`src/sv/bdm_pkg.sv`:
```
`timescale 1ns / 1ps

package bdm_pkg;

  localparam int PIXEL_BITS     = 8;
  localparam int MAX_WIDTH_DEF  = 2048;
  localparam int CFG_BITS       = 12;
  localparam int ROW_BITS       = 12;
  localparam int MAX_RESULTS    = 4;

  localparam logic [CFG_BITS-1:0] WIDTH_RESET  = 12'd1440;
  localparam logic [CFG_BITS-1:0] HEIGHT_RESET = 12'd1080;

  localparam logic CFG_IDX_WIDTH  = 1'b0;
  localparam logic CFG_IDX_HEIGHT = 1'b1;

  // Window row selectors: two rows back, one row back, current row.
  localparam logic [1:0] ROW_OLD = 2'd0;
  localparam logic [1:0] ROW_MID = 2'd1;
  localparam logic [1:0] ROW_NEW = 2'd2;

  typedef logic [PIXEL_BITS-1:0] pix_t;
  typedef pix_t [2:0][2:0] win_t;

  typedef struct packed {
    logic x_first;
    logic last_col;
    logic last_row;
    logic y_ge1;
    logic y_eq1;
    logic y_odd;
    logic x_odd;
    pix_t pixel;
  } acc_t;

  typedef struct packed {
    pix_t red;
    pix_t green;
    pix_t blue;
    logic frame_end;
  } rgb_t;

  typedef rgb_t [MAX_RESULTS-1:0] rgb_arr_t;

  function automatic rgb_t emit_pix(win_t w, logic [1:0] ra, logic [1:0] rc,
                                    logic [1:0] rb, logic ye, logic xe, logic fe);
    logic [PIXEL_BITS+1:0] cross_sum;
    logic [PIXEL_BITS+1:0] diag_sum;
    logic [PIXEL_BITS:0]   horiz_sum;
    logic [PIXEL_BITS:0]   vert_sum;
    pix_t cross4;
    pix_t diag4;
    pix_t horiz2;
    pix_t vert2;
    pix_t ce;
    rgb_t res;
    cross_sum = (PIXEL_BITS+2)'(w[ra][1]) + (PIXEL_BITS+2)'(w[rb][1])
              + (PIXEL_BITS+2)'(w[rc][0]) + (PIXEL_BITS+2)'(w[rc][2]);
    diag_sum  = (PIXEL_BITS+2)'(w[ra][0]) + (PIXEL_BITS+2)'(w[ra][2])
              + (PIXEL_BITS+2)'(w[rb][0]) + (PIXEL_BITS+2)'(w[rb][2]);
    horiz_sum = (PIXEL_BITS+1)'(w[rc][0]) + (PIXEL_BITS+1)'(w[rc][2]);
    vert_sum  = (PIXEL_BITS+1)'(w[ra][1]) + (PIXEL_BITS+1)'(w[rb][1]);
    cross4 = cross_sum[PIXEL_BITS+1:2];
    diag4  = diag_sum[PIXEL_BITS+1:2];
    horiz2 = horiz_sum[PIXEL_BITS:1];
    vert2  = vert_sum[PIXEL_BITS:1];
    ce     = w[rc][1];
    res.frame_end = fe;
    if (ye && xe) begin
      res.red = ce;     res.green = cross4; res.blue = diag4;
    end else if (ye) begin
      res.red = horiz2; res.green = ce;     res.blue = vert2;
    end else if (xe) begin
      res.red = vert2;  res.green = ce;     res.blue = horiz2;
    end else begin
      res.red = diag4;  res.green = cross4; res.blue = ce;
    end
    return res;
  endfunction

endpackage

```
`src/sv/bdm_window.sv`:
```
`timescale 1ns / 1ps

module bdm_window #(
  parameter int MAX_WIDTH = bdm_pkg::MAX_WIDTH_DEF
) (
  input  logic                         clk,
  input  logic                         rst_n,
  input  logic                         acc,
  input  bdm_pkg::acc_t                acc_info,
  input  logic [$clog2(MAX_WIDTH)-1:0] acc_x,
  input  bdm_pkg::pix_t                top,
  input  bdm_pkg::pix_t                mid,
  input  logic                         ld_ok,
  output logic                         held,
  output logic                         ld,
  output bdm_pkg::rgb_arr_t            ld_res,
  output logic [2:0]                   ld_cnt,
  output logic                         owr_en,
  output logic [$clog2(MAX_WIDTH)-1:0] owr_addr,
  output bdm_pkg::pix_t                owr_data
);

  localparam int XW = $clog2(MAX_WIDTH);

  logic                 s1_valid_r;
  bdm_pkg::acc_t        info_r;
  logic [XW-1:0]        x_r;
  bdm_pkg::win_t        win_r;
  bdm_pkg::win_t        win_nxt;
  bdm_pkg::win_t        win_a;
  bdm_pkg::win_t        win_b;
  bdm_pkg::pix_t [2:0]  col_in;
  bdm_pkg::rgb_t [3:0]  cand;
  logic [3:0]           flag;
  logic [1:0]           ra;
  logic [1:0]           rb_row;

  assign ld       = s1_valid_r && ld_ok;
  assign held     = s1_valid_r && !ld_ok;
  assign owr_en   = ld;
  assign owr_addr = x_r;
  assign owr_data = mid;

  always_comb begin
    col_in[0] = top;
    col_in[1] = mid;
    col_in[2] = info_r.pixel;
    for (int r = 0; r < 3; r++) begin
      if (info_r.x_first) begin
        win_a[r][0] = col_in[r];
        win_a[r][1] = col_in[r];
        win_a[r][2] = col_in[r];
      end else begin
        win_a[r][0] = win_r[r][1];
        win_a[r][1] = win_r[r][2];
        win_a[r][2] = col_in[r];
      end
      win_b[r][0] = win_a[r][1];
      win_b[r][1] = win_a[r][2];
      win_b[r][2] = win_a[r][2];
    end
    win_nxt = info_r.last_col ? win_b : win_a;

    ra     = info_r.y_eq1 ? bdm_pkg::ROW_MID : bdm_pkg::ROW_OLD;
    rb_row = info_r.y_ge1 ? bdm_pkg::ROW_MID : bdm_pkg::ROW_NEW;
    cand[0] = bdm_pkg::emit_pix(win_a, ra, bdm_pkg::ROW_MID, bdm_pkg::ROW_NEW,
                                info_r.y_odd, info_r.x_odd, 1'b0);
    cand[1] = bdm_pkg::emit_pix(win_a, rb_row, bdm_pkg::ROW_NEW, bdm_pkg::ROW_NEW,
                                !info_r.y_odd, info_r.x_odd, 1'b0);
    cand[2] = bdm_pkg::emit_pix(win_b, ra, bdm_pkg::ROW_MID, bdm_pkg::ROW_NEW,
                                info_r.y_odd, !info_r.x_odd, 1'b0);
    cand[3] = bdm_pkg::emit_pix(win_b, rb_row, bdm_pkg::ROW_NEW, bdm_pkg::ROW_NEW,
                                !info_r.y_odd, !info_r.x_odd, 1'b1);

    flag[0] = !info_r.x_first && info_r.y_ge1;
    flag[1] = !info_r.x_first && info_r.last_row;
    flag[2] = info_r.last_col && info_r.y_ge1;
    flag[3] = info_r.last_col && info_r.last_row;

    ld_res = cand;
    ld_cnt = 3'd0;
    for (int i = 0; i < 4; i++) begin
      if (flag[i]) begin
        ld_res[ld_cnt[1:0]] = cand[i];
        ld_cnt = ld_cnt + 3'd1;
      end
    end
  end

  always_ff @(posedge clk) begin
    if (!rst_n) begin
      s1_valid_r <= 1'b0;
      win_r      <= '0;
    end else begin
      if (acc) begin
        s1_valid_r <= 1'b1;
      end else if (ld) begin
        s1_valid_r <= 1'b0;
      end
      if (ld) begin
        win_r <= win_nxt;
      end
    end
  end

  always_ff @(posedge clk) begin
    if (acc) begin
      info_r <= acc_info;
      x_r    <= acc_x;
    end
  end

  a_no_accept_when_held: assert property (@(posedge clk) disable iff (!rst_n)
    held |-> !acc) else $error("item accepted while the window stage is held");

  a_held_keeps_item: assert property (@(posedge clk) disable iff (!rst_n)
    held |=> s1_valid_r && $stable(x_r) && $stable(info_r))
    else $error("held window stage lost its item");

  a_count_bound: assert property (@(posedge clk) disable iff (!rst_n)
    ld |-> ld_cnt <= 3'd4) else $error("too many results for one item");

endmodule

```
`config.mk`:
```
export PLATFORM = sky130hd
export DESIGN_NAME = bdm_window
export DESIGN_NICKNAME = d
export VERILOG_FILES = /design/src/sv/bdm_pkg.sv /design/src/sv/bdm_window.sv
export SDC_FILE = /design/constraint.sdc
export NUM_CORES = 1
export LEC_CHECK = 0
export ABC_AREA = 0
export BUFFER_PORTS_ARGS = -buffer_cell sky130_fd_sc_hd__buf_4
export CORE_MARGIN = 1
export CORE_UTILIZATION = 52
export DETAILED_ROUTE_END_ITERATION = 10
export GPL_TIMING_DRIVEN = 0
export PLACE_DENSITY = 0.8
export SYNTH_ARGS = -nofsm -noshare
export SYNTH_HDL_FRONTEND = slang
export SYNTH_SLANG_ARGS = --single-unit
```
`constraint.sdc`:
```
create_clock -name clk -period 14.1 [get_ports clk]
set_input_delay 0.705 -clock clk [delete_from_list [all_inputs] [get_ports clk]]
set_output_delay 0.705 -clock clk [all_outputs]
set_load 0.005 [all_outputs]
```
==> impl_metrics.json <==
{
  "required_ns": 13.40,
  "coreArea_mm2": 0.02909,
  "cts_buffers": 9,
  "place_ws_ns": 6.707,
  "fin_util": 0.6053,
  "clock_path_buffers": 2,
  "drt_first_pass_iters": 6,
  "setup_slack_ns": 6.090,
  "async_flop_share": 0,
  "ys_types": 78,
  "antenna_found_initial": 0,
  "ys_ff_latch": 75,
  "drtIter0Drc": 2486,
  "cts_tree": "built",
  "synth_edf_count": 26,
  "syn_avg_cell_area_um2": 7.810,
  "rsz0062_at_grt": "no",
  "grt_overflow": 0,
  "maxCapViolCount": 0,
  "h-tree-depth": 3,
  "ant_nets": 0,
  "synth_top_area_frac": 0.1649,
  "tightest_slew_ns": 1.391,
  "grt_pass1_vias": 16260,
  "final_nets": 2465,
  "design.die.area_mm2": 0.03058,
  "max_freq_mhz": 124.8,
  "path_cells": "buf_4 > buf_4 > clkbuf_1 > buf_1 > buf_1 > mux2i_1 > nor2_1 > a21oi_1 > fa_1 > fa_1 > inv_1 > ha_1 > nand3_1 > o21ai_0 > o2111ai_1 > o22ai_1 > mux2i_1 > nor3_1 > nor4_1 > a221oi_1 > o21ai_1 > buf_4",
  "yosysTopAreaCell": "fa_1",
  "syn_area_mm2": 0.01554,
  "die_w_um": 174.9,
  "cts_root_buf": "clkbuf_16",
  "syn_to_final_growth_pct": 13.30,
  "die_y_um": 174.9,
  "vdd_drop_max_mv": 0.07164,
  "use_met1": 0.5738,
  "r2r-start": "info_r[14]",
  "post-route-period-util": 0.5681,
  "cp.arrival_ns": 7.30,
  "finalHoldViolCount": 0,
  "gp_congestion": 1.037,
  "startpoint_type": "flip-flop",
  "outcome": "complete, no violations",
  "period_minus_slack_ns": 8.010,
  "cp_slowest_cell": "buf_1",
  "grt_max_degree": 28,
  "syn-num-nets": 2286,
  "hold_buffers": 0,
  "power.switching_uw": 1352,
  "io_pins": 171,
  "relSlewSlack": 0.06946,
  "start_util": 0.5343,
  "antennaDiodeCount": 0,
  "slowest_delay_ns": 0.65,
  "dp_hpwl_um": 55070,
  "p_seq_frac": 0.098,
  "combPwrFrac": 0.802,
  "slew_viol_final": 0,
  "clkTransAtPathRegs_ns": 0.07,
  "grt_usage": 0.4407,
  "p_leak_uw": 0.008128,
  "syn_inst": 1990,
  "io_buffers": 168,
  "internal_power_uw": 1243,
  "use_met2": 0.6634,
  "num_vias": 16900,
  "powerDensity_mw_per_mm2": 147.4,
  "hp-class": "flip-flop to flip-flop",
  "cts_resized": 0,
  "ys_seq_area_frac": 0.1133,
  "r2r_end": "win_r[14]",
  "met3_usage": 0.1123,
  "r2r.worst_path.cells": 8,
  "grt_pass1_wl_um": 99640,
  "insertion_delay_ns": 0.35,
  "fin_setup_tns_ns": 0,
  "yosys_warnings": 0,
  "timing.critical_path.mode_cell": "buf_4",
  "synth_ff_type": "dfxtp_1",
  "switching_share": 0.5211,
  "rrSetupSlack_ns": 11.14,
  "cp-endpoint": "ld_res[7]",
  "drc_errors": 0,
  "synthTopCellsByArea": "fa_1 16%, ha_1 9.8%, nand2_1 6.8%, dfxtp_1 6.3%, inv_1 6.0%",
  "pwr-share-clk": 0.100,
  "crit_path_end_kind": "primary output",
  "critical_path_class": "flip-flop to primary output",
  "crit_fanout": 10,
  "skew_ns": 0.01033,
  "via_per_inst": 6.607,
  "cts_setup_buffers": 0,
  "cts_sinks": 75,
  "setup.worst_path.start": "info_r[14]",
  "fp-row-count": 62,
  "finalSetupViolations": 0,
  "busiest_layer": "met2",
  "drt-total-wl_um": 67790,
  "drive_above_1_share": 0.1279,
  "wl_per_cell_um": 26.50
}
routing by layer:
| metal | vias up | part of all wire |
|---|---|---|
| met5 | - | 0 |
| met1 | 8087 | 0.37 |
| li1 | 7226 | - |
| met3 | 267 | 0.14 |
| met2 | 1320 | 0.42 |
| met4 | 0 | 0.067 |
layout by cell type, fill, tap and decap left out, types with 18 or more instances in the layout:
| cell | instances |
|---|---|
| a21boi_0 | 42 |
| edfxtp_1 | 26 |
| fa_1 | 128 |
| nand3_1 | 23 |
| nand2b_1 | 20 |
| a21o_1 | 25 |
| nor2b_1 | 21 |
| nor2_1 | 127 |
| xor2_1 | 27 |
| nand2_1 | 280 |
| a21oi_1 | 132 |
| mux2i_1 | 51 |
| inv_1 | 247 |
| dfxtp_1 | 49 |
| a211oi_1 | 22 |
| mux4_2 | 41 |
| ha_1 | 122 |
| buf_1 | 18 |
| buf_4 | 180 |
| o21a_1 | 44 |
| nor3_1 | 34 |
| clkbuf_1 | 72 |
| o21ai_0 | 159 |
| xnor2_1 | 44 |
how the worst min path moves through the flow:
stage,slack [ns],start,depth (start not counted),end
detailed placement,0.46,win_r[36],2,win_r[36]
global route,0.49,win_r[35],2,win_r[35]
finish,0.46,win_r[36],2,win_r[36]
global placement,0.45,win_r[60],2,win_r[60]
floorplan,0.44,win_r[56],2,win_r[56]
CTS,0.46,win_r[36],2,win_r[36]
Yosys cell counts (7+ instances only):
cell,count
nand2_1,280
inv_1,247
o21ai_0,159
a21oi_1,132
fa_1,128
nor2_1,127
ha_1,122
clkbuf_1,72
mux2i_1,51
dfxtp_1,49
o21a_1,44
xnor2_1,44
a21boi_0,42
mux4_2,41
nor3_1,34
xor2_1,27
edfxtp_1,26
a21o_1,25
nand3_1,23
a211oi_1,22
nor2b_1,21
nand2b_1,20
buf_1,18
o211ai_1,17
o22ai_1,17
buf_4,12
o21bai_1,11
a211o_1,10
a31oi_1,9
and3_1,9
mux2_2,9
o21ai_1,9
buf_2,8
o211a_1,8
and2_1,7
nand4_1,7
power by group through the flow:
stage / combinational [uW] / sequential (uW) / clock (uW)
floorplan: 1270 / 251 / 0
global placement: 1960 / 258 / 0
detailed placement: 1990 / 259 / 0
CTS: 2000 / 254 / 256
global route: 2210 / 255 / 265
finish: 2080 / 255 / 259
area by class of cell:
type / instances / area, um^2
Timing Repair Buffer: 168 / 1261
Inverter: 250 / 938.4
Tap cell: 384 / 480.5
Sequential cell: 75 / 1762
Multi-Input combinational cell: 1554 / 12360
Clock buffer: 9 / 225.2
Fill cell: 2647 / 11480
Clock inverter: 7 / 100.1
Buffer: 111 / 479.2
sequential cells by signal, summed over array words and instances, names as in the netlist:
name	cells
s1_valid_r	1
win_r	48
owr_addr	11
col_in	8
info_r	7
metrics by stage:
step                      instance area [um^2]  instances  total power, uW  hold slack [ns]
after global placement                   17280       2542             2214           0.4493
after global routing                     17610       2558             2733           0.4901
after detailed placement                 17280       2542             2245           0.4569
after floorplan                          15540       1990             1521           0.4410
final                                    17610       2558             2595           0.4644
after CTS                                17610       2558             2512           0.4648
cell families (layout without fill, tap and decap cells):
family,after synthesis,in the layout,share of synthesized area
XOR/XNOR,71,71,0.04001
buffers and inverters,361,545,0.09121
other,1,1,0.0002413
adder cells (fa/ha/maj),250,250,0.2631
AND/OR/NAND/NOR,552,552,0.1530
flip-flops,75,75,0.1133
multiplexers,103,103,0.1011
AO/OA/AOI/OAI,577,577,0.2380
worst max-delay path: cells and delay by family, from the launching register on:
family,cells,cell delay (ns)
AOI/OAI and AO/OA,6,1.43
adders and majority gates,3,1.34
buffers and inverters,7,2.28
DFF,1,0.33
muxes,2,0.70
and+or+nand+nor,4,0.86
Power figures use the tool's default switching activity.
