--- src/sv/bdm_pkg.sv ---
`timescale 1ns / 1ps

package bdm_pkg;

  localparam int PIXEL_BITS     = 8;
  localparam int MAX_WIDTH_DEF  = 2048;
  localparam int CFG_BITS       = 12;
  localparam int ROW_BITS       = 12;
  localparam int MAX_RESULTS    = 4;

  localparam logic [CFG_BITS-1:0] WIDTH_RESET  = 12'd1440;
  localparam logic [CFG_BITS-1:0] HEIGHT_RESET = 12'd1080;

  localparam logic CFG_IDX_WIDTH  = 1'b0;
  localparam logic CFG_IDX_HEIGHT = 1'b1;

  // Window row selectors: two rows back, one row back, current row.
  localparam logic [1:0] ROW_OLD = 2'd0;
  localparam logic [1:0] ROW_MID = 2'd1;
  localparam logic [1:0] ROW_NEW = 2'd2;

  typedef logic [PIXEL_BITS-1:0] pix_t;
  typedef pix_t [2:0][2:0] win_t;

  typedef struct packed {
    logic x_first;
    logic last_col;
    logic last_row;
    logic y_ge1;
    logic y_eq1;
    logic y_odd;
    logic x_odd;
    pix_t pixel;
  } acc_t;

  typedef struct packed {
    pix_t red;
    pix_t green;
    pix_t blue;
    logic frame_end;
  } rgb_t;

  typedef rgb_t [MAX_RESULTS-1:0] rgb_arr_t;

  function automatic rgb_t emit_pix(win_t w, logic [1:0] ra, logic [1:0] rc,
                                    logic [1:0] rb, logic ye, logic xe, logic fe);
    logic [PIXEL_BITS+1:0] cross_sum;
    logic [PIXEL_BITS+1:0] diag_sum;
    logic [PIXEL_BITS:0]   horiz_sum;
    logic [PIXEL_BITS:0]   vert_sum;
    pix_t cross4;
    pix_t diag4;
    pix_t horiz2;
    pix_t vert2;
    pix_t ce;
    rgb_t res;
    cross_sum = (PIXEL_BITS+2)'(w[ra][1]) + (PIXEL_BITS+2)'(w[rb][1])
              + (PIXEL_BITS+2)'(w[rc][0]) + (PIXEL_BITS+2)'(w[rc][2]);
    diag_sum  = (PIXEL_BITS+2)'(w[ra][0]) + (PIXEL_BITS+2)'(w[ra][2])
              + (PIXEL_BITS+2)'(w[rb][0]) + (PIXEL_BITS+2)'(w[rb][2]);
    horiz_sum = (PIXEL_BITS+1)'(w[rc][0]) + (PIXEL_BITS+1)'(w[rc][2]);
    vert_sum  = (PIXEL_BITS+1)'(w[ra][1]) + (PIXEL_BITS+1)'(w[rb][1]);
    cross4 = cross_sum[PIXEL_BITS+1:2];
    diag4  = diag_sum[PIXEL_BITS+1:2];
    horiz2 = horiz_sum[PIXEL_BITS:1];
    vert2  = vert_sum[PIXEL_BITS:1];
    ce     = w[rc][1];
    res.frame_end = fe;
    if (ye && xe) begin
      res.red = ce;     res.green = cross4; res.blue = diag4;
    end else if (ye) begin
      res.red = horiz2; res.green = ce;     res.blue = vert2;
    end else if (xe) begin
      res.red = vert2;  res.green = ce;     res.blue = horiz2;
    end else begin
      res.red = diag4;  res.green = cross4; res.blue = ce;
    end
    return res;
  endfunction

endpackage

--- src/sv/bdm_out_q.sv ---
`timescale 1ns / 1ps

module bdm_out_q (
  input  logic              clk,
  input  logic              rst_n,
  input  logic              ld,
  input  bdm_pkg::rgb_arr_t ld_res,
  input  logic [2:0]        ld_cnt,
  output logic              ld_ok,
  output logic              out_valid,
  input  logic              out_stall,
  output bdm_pkg::rgb_t     out_res
);

  bdm_pkg::rgb_arr_t res_r;
  bdm_pkg::rgb_arr_t res_nxt;
  logic [2:0]        cnt_r;
  logic [2:0]        cnt_nxt;
  logic              out_fire;

  assign out_valid = (cnt_r != 3'd0);
  assign out_fire  = out_valid && !out_stall;
  assign ld_ok     = (cnt_r == 3'd0) || ((cnt_r == 3'd1) && out_fire);
  assign out_res   = res_r[0];

  always_comb begin
    res_nxt = res_r;
    cnt_nxt = cnt_r;
    if (out_fire) begin
      for (int i = 0; i < bdm_pkg::MAX_RESULTS - 1; i++) begin
        res_nxt[i] = res_r[i+1];
      end
      cnt_nxt = cnt_r - 3'd1;
    end
    if (ld) begin
      res_nxt = ld_res;
      cnt_nxt = ld_cnt;
    end
  end

  always_ff @(posedge clk) begin
    if (!rst_n) begin
      cnt_r <= 3'd0;
    end else begin
      cnt_r <= cnt_nxt;
    end
  end

  always_ff @(posedge clk) begin
    res_r <= res_nxt;
  end

  a_cnt_bound: assert property (@(posedge clk) disable iff (!rst_n)
    cnt_r <= 3'd4) else $error("result queue overfilled");

  a_stall_holds: assert property (@(posedge clk) disable iff (!rst_n)
    (out_valid && out_stall) |=> $stable(cnt_r) && $stable(res_r[0]))
    else $error("stalled result changed");

  a_load_only_when_free: assert property (@(posedge clk) disable iff (!rst_n)
    ld |-> ld_ok) else $error("results loaded over pending results");

endmodule

--- config.mk ---
export PLATFORM = sky130hd
export DESIGN_NAME = bdm_out_q
export DESIGN_NICKNAME = d
export VERILOG_FILES = /design/src/sv/bdm_pkg.sv /design/src/sv/bdm_out_q.sv
export SDC_FILE = /design/constraint.sdc
export NUM_CORES = 1
export LEC_CHECK = 0
export BUFFER_PORTS_ARGS = -buffer_cell sky130_fd_sc_hd__buf_2
export CAP_MARGIN = 15
export CORE_ASPECT_RATIO = 0.9
export CORE_MARGIN = 2
export CORE_UTILIZATION = 40
export DETAILED_ROUTE_END_ITERATION = 10
export SYNTH_ARGS = -nofsm -noshare
export SYNTH_HDL_FRONTEND = slang
export SYNTH_SLANG_ARGS = --single-unit
--- constraint.sdc ---
create_clock -name clk -period 9.4 [get_ports clk]
set_input_delay 1.41 -clock clk [delete_from_list [all_inputs] [get_ports clk]]
set_output_delay 1.41 -clock clk [all_outputs]
set_load 0.02 [all_outputs]
==> flow_summary.json, run 1 <==
{
  "die-area_um2": 11700,
  "die_x_um": 114,
  "antenna_found_initial": 0,
  "cp.depth": 5,
  "hold_viol": 0,
  "multi_input_area_um2": 1000,
  "endpoint_kind": "primary output",
  "max_stage_delay_ns": 0.15,
  "synth_ff_type": "edfxtp_1",
  "whs_ns": 0.534,
  "drt_iter0_markers": 108,
  "max-cap-violations": 0,
  "clock_skew_ns": 0.00616,
  "rsz0062_at_grt": "no",
  "layout_commonest_cell": "buf_2",
  "fillers": 927,
  "synth_top_family_by_area": "multiplexers",
  "cts_tree": "yes",
  "final_util": 0.489,
  "port_buffers": 133,
  "synthDistinctLibCells": 19,
  "grt_overflow": 0,
  "clk_latency_ns": 0.34,
  "hold_depth": 1,
  "place_congestion": 0.838,
  "synth_nets": 348,
  "layout-drive-gt1-share": 0.627,
  "ys_seq_area_frac": 0.707,
  "grt_pass1_vias": 2075,
  "insertedDiodeCount": 0,
  "setup.worst_path.class": "in -> out",
  "seqCellArea_um2": 3060,
  "relSlewSlack": 0.377,
  "clk_path_buf_depth": 2,
  "coreArea_um2": 10700,
  "synthMuxAreaShare": 0.197,
  "cts-root-buf": "clkbuf_16",
  "cts_buffers": 9,
  "place_area_um2": 4930,
  "cts_sinks": 103,
  "syn_area_um2": 4330,
  "cpLargestDelayFamily": "buffers and inverters",
  "synth_adder_area_share": 0.00867,
  "post_cts_buffers": 0,
  "wire_per_inst_um": 14.0,
  "setup_tns_ns": 0,
  "routed_wl_um": 6840,
  "grt_pass1_wl_um": 10300,
  "syn_to_final_growth_pct": 20.5,
  "grt_util_all_layers": 0.115,
  "cp_cell_sequence": "buf_2 > inv_1 > a21oi_1 > nor2_1 > buf_2",
  "drtPass1Iterations": 4,
  "fmax_mhz": 294,
  "nNetsFinal": 460,
  "worst-path-buf-inv": 3,
  "startpoint_type": "input pin",
  "vias": 2214,
  "worst_pin_slew_ns": 0.935,
  "hold_path_class": "reg -> reg",
  "ant_nets": 0,
  "fp-row-count": 36,
  "r2r_cells": 5,
  "die_y_um": 103,
  "period_share": 0.362,
  "clkTransAtPathRegs_ns": 0.06,
  "dpl.hpwl_um": 4530,
  "crit_path_max_fanout": 4,
  "yosys_warnings": 0,
  "viasPerCell": 4.55,
  "grt_max_degree": 76,
  "avgSynthCellArea_um2": 18.2,
  "h-tree-depth": 3,
  "synth_xor_area_frac": 0,
  "layout_common_cells": "buf_2 (132), edfxtp_1 (100), mux2_2 (71)",
  "finalCriticalPeriod_ns": 3.40,
  "synth_compound_area_frac": 0.0133,
  "slew_violations": 0,
  "cts_hold_buf": 0,
  "ctsResizeCount": 0,
  "final_area_um2": 5220,
  "start_util": 0.406,
  "max-vdd-ir-drop_uv": 105,
  "crit_required_ns": 7.99,
  "final-setup-viol-count": 0,
  "io_pins": 134,
  "crit_slowest_cell": "a21oi_1",
  "drc_errors": 0,
  "leakagePower_uw": 0.00208,
  "crit_top_cell": "buf_2",
  "synth_edf_count": 100,
  "arrival_ns": 1.99,
  "p_per_area_nw_per_um2": 200,
  "synth_seq_cells": 103,
  "synthArstFlopShare": 0,
  "status": "completed",
  "netlist_instances": 238,
  "yosys.area_share.simple": 0.00895
}
area by class of cell:
type                    instances  area share
multi-input cells              95       0.191
well taps                     133      0.0319
repair buffers                135       0.131
clock buffers                   9      0.0431
flip-flops and latches        103       0.587
clock inverters                 6      0.0117
inverters                       6     0.00431
cells in the mapped netlist, types with 3 or more instances:
master | instances | area [µm²]
o21ai_0 | 4 | 20.0
buf_6 | 4 | 45.0
ha_1 | 3 | 37.5
buf_2 | 5 | 25.0
mux2_2 | 71 | 800
inv_1 | 6 | 22.5
edfxtp_1 | 100 | 3000
buf_4 | 25 | 188
dfxtp_1 | 3 | 60.1
a21oi_1 | 3 | 15.0
mux2_1 | 4 | 45.0
power by group:
group	switching (µW)	internal (µW)
combinational	60.3	56.2
clock	153	204
sequential	10.2	562
path summary, 6_finish.rpt:
| path | start | end | slack [ns] |
|---|---|---|---|
| min reg2reg | res_r[83] | res_r[58] | 0.53 |
| min | res_r[83] | res_r[58] | 0.53 |
| max reg2reg | cnt_r[0] | res_r[64] | 7.30 |
| max | out_stall | ld_ok | 6.00 |
per-layer routing:
metal,vias to the layer above,routed length (µm),track usage
met1,1029,2850,0.137
met3,10,499,0.0494
met4,0,138,0.0478
met2,76,3350,0.187
li1,1099,-,-
met5,-,0,0
registers in the layout, indices dropped and copies added, names as in the netlist:
name     flops
res_r       75
out_res     25
cnt_r        3
metrics by stage:
| step | instances | total power [µW] | setup WS (ns) |
|---|---|---|---|
| 2_1_floorplan | 238 | 673 | 2.10 |
| 3_3_place_gp | 472 | 697 | 6.04 |
| 3_5_place_dp | 472 | 701 | 6.01 |
| 4_1_cts | 487 | 1060 | 6.01 |
| 5_1_grt | 487 | 1090 | 5.89 |
| 6_report | 487 | 1050 | 6.00 |
kinds of logic (layout without fill, tap and decap cells):
| group | count (synthesis) | after routing |
|---|---|---|
| compound gates | 9 | 9 |
| fa+ha+maj | 3 | 3 |
| buf+inv | 40 | 156 |
| flops | 103 | 103 |
| mux | 76 | 76 |
| simple gates | 7 | 7 |
(Power assumes the default switching activity.)
==> run 2, diff against run 1 <==
PLACE_DENSITY = 0.67   (was unset)
clock period = 3 ns   (was 9.4 ns; I/O delays follow)
==> run 2 against run 1 <==
Compared with the run above:
- via count up 1.4%
- worst setup slack worse by 4.9 ns
- wire length up 3.8%
- utilization up 0.52 points
- die area unchanged
- sequential share of layout area down 0.61 points
- power rose to 3.2 times the previous value
- clock-buffer cell count up 1
- clock skew down 0.0017 ns
- critical path type is now reg -> out
- highest routed layer unchanged
==> flow_summary.json, run 2 (synthesis gave the netlist of run 1 again) <==
{
  "fmax_mhz": 516,
  "routed_wl_um": 7100,
  "start_util": 0.406,
  "cts_tree": "yes",
  "place_congestion": 0.833,
  "slew_violations": 0,
  "viasPerCell": 4.58,
  "combPwrFrac": 0.110,
  "syn_to_final_growth_pct": 21.8,
  "leakagePower_uw": 0.00210,
  "swShare": 0.210,
  "r2r_cells": 5,
  "clk_latency_ns": 0.33,
  "vias": 2246,
  "grt_max_degree": 67,
  "crit_slowest_cell": "dfxtp_1",
  "cts_buffers": 9,
  "crit_top_cell": "inv_1",
  "largest_reg_flops": 75,
  "nNetsFinal": 462,
  "crit_path_max_fanout": 4,
  "wire_per_inst_um": 14.5,
  "h-tree-depth": 3,
  "ant_nets": 0,
  "clkTransAtPathRegs_ns": 0.06,
  "reg2reg_slack_ns": 1.16,
  "r2r_end": "res_r[59]",
  "coreArea_um2": 10700,
  "arrival_ns": 1.49,
  "hold_viol": 0,
  "drtPass1Iterations": 4,
  "insertedDiodeCount": 0,
  "grt_util_all_layers": 0.124,
  "layout-drive-gt1-share": 0.630,
  "cts-root-buf": "clkbuf_16",
  "die_x_um": 114,
  "rsz0062_at_grt": "no",
  "clk_path_buf_depth": 2,
  "endpoint_kind": "primary output",
  "cp_cell_sequence": "inv_1 > ha_1 > nor2b_2 > inv_1 > buf_2",
  "worst_pin_slew_ns": 0.535,
  "die_y_um": 103,
  "hold_path_class": "in -> reg",
  "relSlewSlack": 0.644,
  "intPower_uw": 2670,
  "p_per_area_nw_per_um2": 640,
  "largest_register": "res_r",
  "cts_hold_buf": 0,
  "grt_overflow": 0,
  "seqPwrFrac": 0.531,
  "io_pins": 134,
  "max-cap-violations": 0,
  "max-vdd-ir-drop_uv": 311,
  "final-setup-viol-count": 0,
  "setup.worst_path.class": "reg -> out",
  "die-area_um2": 11700,
  "cts_sinks": 103,
  "layout_common_cells": "buf_2 (132), edfxtp_1 (100), mux2_2 (71)",
  "antenna_found_initial": 0,
  "period_share": 0.646,
  "ctsResizeCount": 0,
  "r2r_start": "cnt_r[0]",
  "grt_pass1_wl_um": 11000,
  "status": "completed",
  "finalCriticalPeriod_ns": 1.94,
  "fp-row-count": 36,
  "post_cts_buffers": 0,
  "max_stage_delay_ns": 0.33,
  "drt_iter0_markers": 113,
  "crit_required_ns": 2.55,
  "grt_pass1_vias": 2215,
  "p_sw_uw": 708,
  "hold_end": "res_r[88]",
  "drc_errors": 0,
  "layout_commonest_cell": "buf_2",
  "setup_tns_ns": 0,
  "dpl.hpwl_um": 4830,
  "hold_depth": 1,
  "p_total_uw": 3380,
  "min_from": "ld_res[88]",
  "startpoint_type": "flip-flop",
  "port_buffers": 133,
  "pwr-share-clk": 0.359,
  "clock_skew_ns": 0.00447
}
## run 2: cell count changes in the layout (fill, tap and decap cells not counted), sizes merged
| cell | delta |
|---|---|
| inv | -1 |
| clkbuf | +1 |
| bufinv | +1 |
| buf | +2 |
## run 2: worst max path at each step
stage              from         end  slack, ns  cells after the start
2_1_floorplan  cnt_r[0]  out_res[0]       0.57                      4
3_3_place_gp         ld   res_r[35]       1.13                      4
3_5_place_dp         ld   res_r[36]       1.09                      4
4_1_cts        cnt_r[0]   out_valid       1.06                      5
5_1_grt        cnt_r[1]   out_valid       0.99                      5
6_report       cnt_r[0]   out_valid       1.06                      5
## run 2: power by group through the flow
stage / sequential, µW / clock, µW / combinational, µW
6_report: 1790 / 1210 / 372
5_1_grt: 1810 / 1300 / 408
4_1_cts: 1800 / 1250 / 378
3_5_place_dp: 1830 / 0 / 376
3_3_place_gp: 1820 / 0 / 369
2_1_floorplan: 1820 / 0 / 281
## run 2: cell type report
cell class              count  area [µm²]
fillers                   934        5400
flip-flops and latches    103        3060
multi-input cells          95        1000
repair buffers            137         711
clock buffers              10         229
well taps                 133         166
clock inverters             6        85.1
inverters                   6        22.5
## run 2: per-stage QoR
stage	instances	hold WS, ns	util	setup WS (ns)	cell area (µm²)
final	490	0.287	0.494	1.06	5280
after global routing	490	0.267	0.494	0.986	5280
after CTS	490	0.270	0.494	1.06	5280
after detailed placement	474	0.517	0.465	1.09	4960
after global placement	474	0.503	0.465	1.13	4960
after floorplan	238	0.482	-	0.574	4340
## run 2: per-layer routing
metal	share of wire	vias to the layer above	wire (µm)	GRT usage
met5	0	-	0	0
met4	0.019	0	135	0.0516
met3	0.056	13	394	0.0388
met2	0.51	77	3630	0.208
met1	0.41	1053	2940	0.150
li1	-	1103	-	-
## run 2: worst max-delay path, delay by kind of cell, from the launching register on
kind                       cells  cell delay [ns]
DFF                            1             0.33
buffers and inverters          3             0.38
adders and majority gates      1             0.20
and+or+nand+nor                1             0.25
==> run 3, diff against run 2 <==
PLACE_DENSITY = unset   (was 0.67)
clock period = 1.8 ns   (was 3 ns; I/O delays follow)
==> run 3 against run 2 <==
Compared with the run above:
- clock-buffer cell count unchanged
- largest power group unchanged
- final cell count grew 0.20%
- design area about the same
- first-iteration DRC count grew 18%
- largest cell class unchanged
- non-clock buffer count rose by 1
- sequential share of layout area about the same
- worst hold slack lost 0.19 ns
==> flow_summary.json, run 3 (synthesis gave the netlist of run 1 again) <==
{
  "vias": 2220,
  "max_stage_delay_ns": 0.34,
  "whs_ns": 0.102,
  "leakagePower_uw": 0.00210,
  "setup_tns_ns": 0,
  "grt_pass1_wl_um": 10400,
  "worst-path-buf-inv": 2,
  "antenna_found_initial": 1,
  "drt_iter0_markers": 133,
  "fmax_mhz": 623,
  "setup.worst_path.class": "reg -> reg",
  "seqCellArea_um2": 3070,
  "cts-root-buf": "clkbuf_16",
  "grt_util_all_layers": 0.118,
  "grt_pass1_vias": 2173,
  "arrival_ns": 1.63,
  "top_layer_used": "met5",
  "max-vdd-ir-drop_uv": 540,
  "worst_pin_slew_ns": 0.327,
  "syn_to_final_growth_pct": 21.9,
  "clk_path_buf_depth": 2,
  "status": "completed",
  "reg2reg_slack_ns": 0.20,
  "ctsResizeCount": 0,
  "fillers": 916,
  "endpoint_kind": "flip-flop",
  "io_pins": 134,
  "die_x_um": 114,
  "die_y_um": 103,
  "period_share": 0.891,
  "cpLargestDelayFamily": "flip-flops",
  "clkTransAtPathRegs_ns": 0.07,
  "slew_violations": 0,
  "port_buffers": 133,
  "dr_wl_met3_um": 494,
  "multi_input_area_um2": 1020,
  "ant_nets": 0,
  "grt_max_degree": 62,
  "crit_required_ns": 1.82,
  "h-tree-depth": 3,
  "drc_errors": 0,
  "layout-drive-gt1-share": 0.645,
  "largest_register": "res_r",
  "p_per_area_nw_per_um2": 1020,
  "cts_hold_buf": 0,
  "viasPerCell": 4.52,
  "clock_skew_ns": 0.00932,
  "startpoint_type": "flip-flop",
  "coreArea_um2": 10700,
  "nNetsFinal": 463,
  "place_congestion": 0.711,
  "layout_common_cells": "buf_2 (132), edfxtp_1 (100), mux2_2 (71)",
  "layout_commonest_cell": "buf_2",
  "cts_buffers": 9,
  "dr_wl_met2_um": 3540,
  "m1WireLength_um": 2910,
  "clk_latency_ns": 0.34,
  "post_cts_buffers": 0,
  "max-cap-violations": 0,
  "final-setup-viol-count": 0,
  "hold_viol": 0,
  "grt_overflow": 0,
  "insertedDiodeCount": 0,
  "rsz0062_at_grt": "no",
  "routed_wl_um": 7040,
  "crit_slowest_cell": "dfxtp_2",
  "relSlewSlack": 0.781,
  "largest_reg_flops": 75,
  "hold_path_class": "in -> reg",
  "crit_path_max_fanout": 40,
  "dpl.hpwl_um": 4840,
  "cp_cell_sequence": "inv_2 > ha_4 > nor2b_4 > o21ai_4 > buf_12",
  "wire_per_inst_um": 14.3,
  "finalCriticalPeriod_ns": 1.60,
  "start_util": 0.406,
  "fp-row-count": 36,
  "drtPass1Iterations": 4,
  "die-area_um2": 11700,
  "final_util": 0.495,
  "cts_tree": "yes",
  "cts_sinks": 103
}
## run 3: cell types whose count changed in the layout (fill, tap and decap cells not counted), moves of 2 or more
cell,change
buf_12,+2
bufinv_16,-2
inv_1,-2
inv_2,+2
dfxtp_1,-2
dfxtp_2,+2
## run 3: report_power, final
part / total, µW / switching [µW] / internal [µW] / leakage, µW
Sequential: 2990 / 55.5 / 2930 / 0.00102
Combinational: 644 / 326 / 318 / 0.000951
Clock: 1740 / 810 / 930 / 0.000126
## run 3: layout make-up
type / count / share of cell area
sequential: 103 / 0.580
clock inverter: 6 / 0.00711
inverter: 6 / 0.00426
multi-input combinational: 95 / 0.193
clock buffer: 10 / 0.0434
tap: 133 / 0.0315
timing repair buffer: 138 / 0.141
## run 3: per-stage QoR
step	std cells	instance area [µm²]	power (µW)	worst slack (ns)
finish	491	5280	5370	0.196
global route	491	5280	5610	0.123
CTS	491	5280	5460	0.182
detailed placement	475	5010	3690	0.191
global placement	475	5010	3670	0.216
floorplan	238	4360	3510	-0.530
## run 3: path summary, 6_finish.rpt
kind / endpoint / depth (start not counted) / startpoint
worst max-delay path: res_r[61] / 5 / cnt_r[0]
worst min register to register: cnt_r[0] / 2 / cnt_r[0]
worst max register to register: res_r[61] / 5 / cnt_r[0]
worst min-delay path: res_r[90] / 1 / ld_res[90]
## run 3: worst reg2reg max path: stages, from the launching register on
cell and delay, ns:
dfxtp_2 0.34, inv_2 0.06, ha_4 0.16, nor2b_4 0.13, o21ai_4 0.31, buf_12 0.28
## run 3: metal layers
layer	vias up	GRT usage
li1	1102	-
met1	1033	0.139
met2	74	0.197
met3	9	0.0476
met4	2	0.0478
met5	-	0
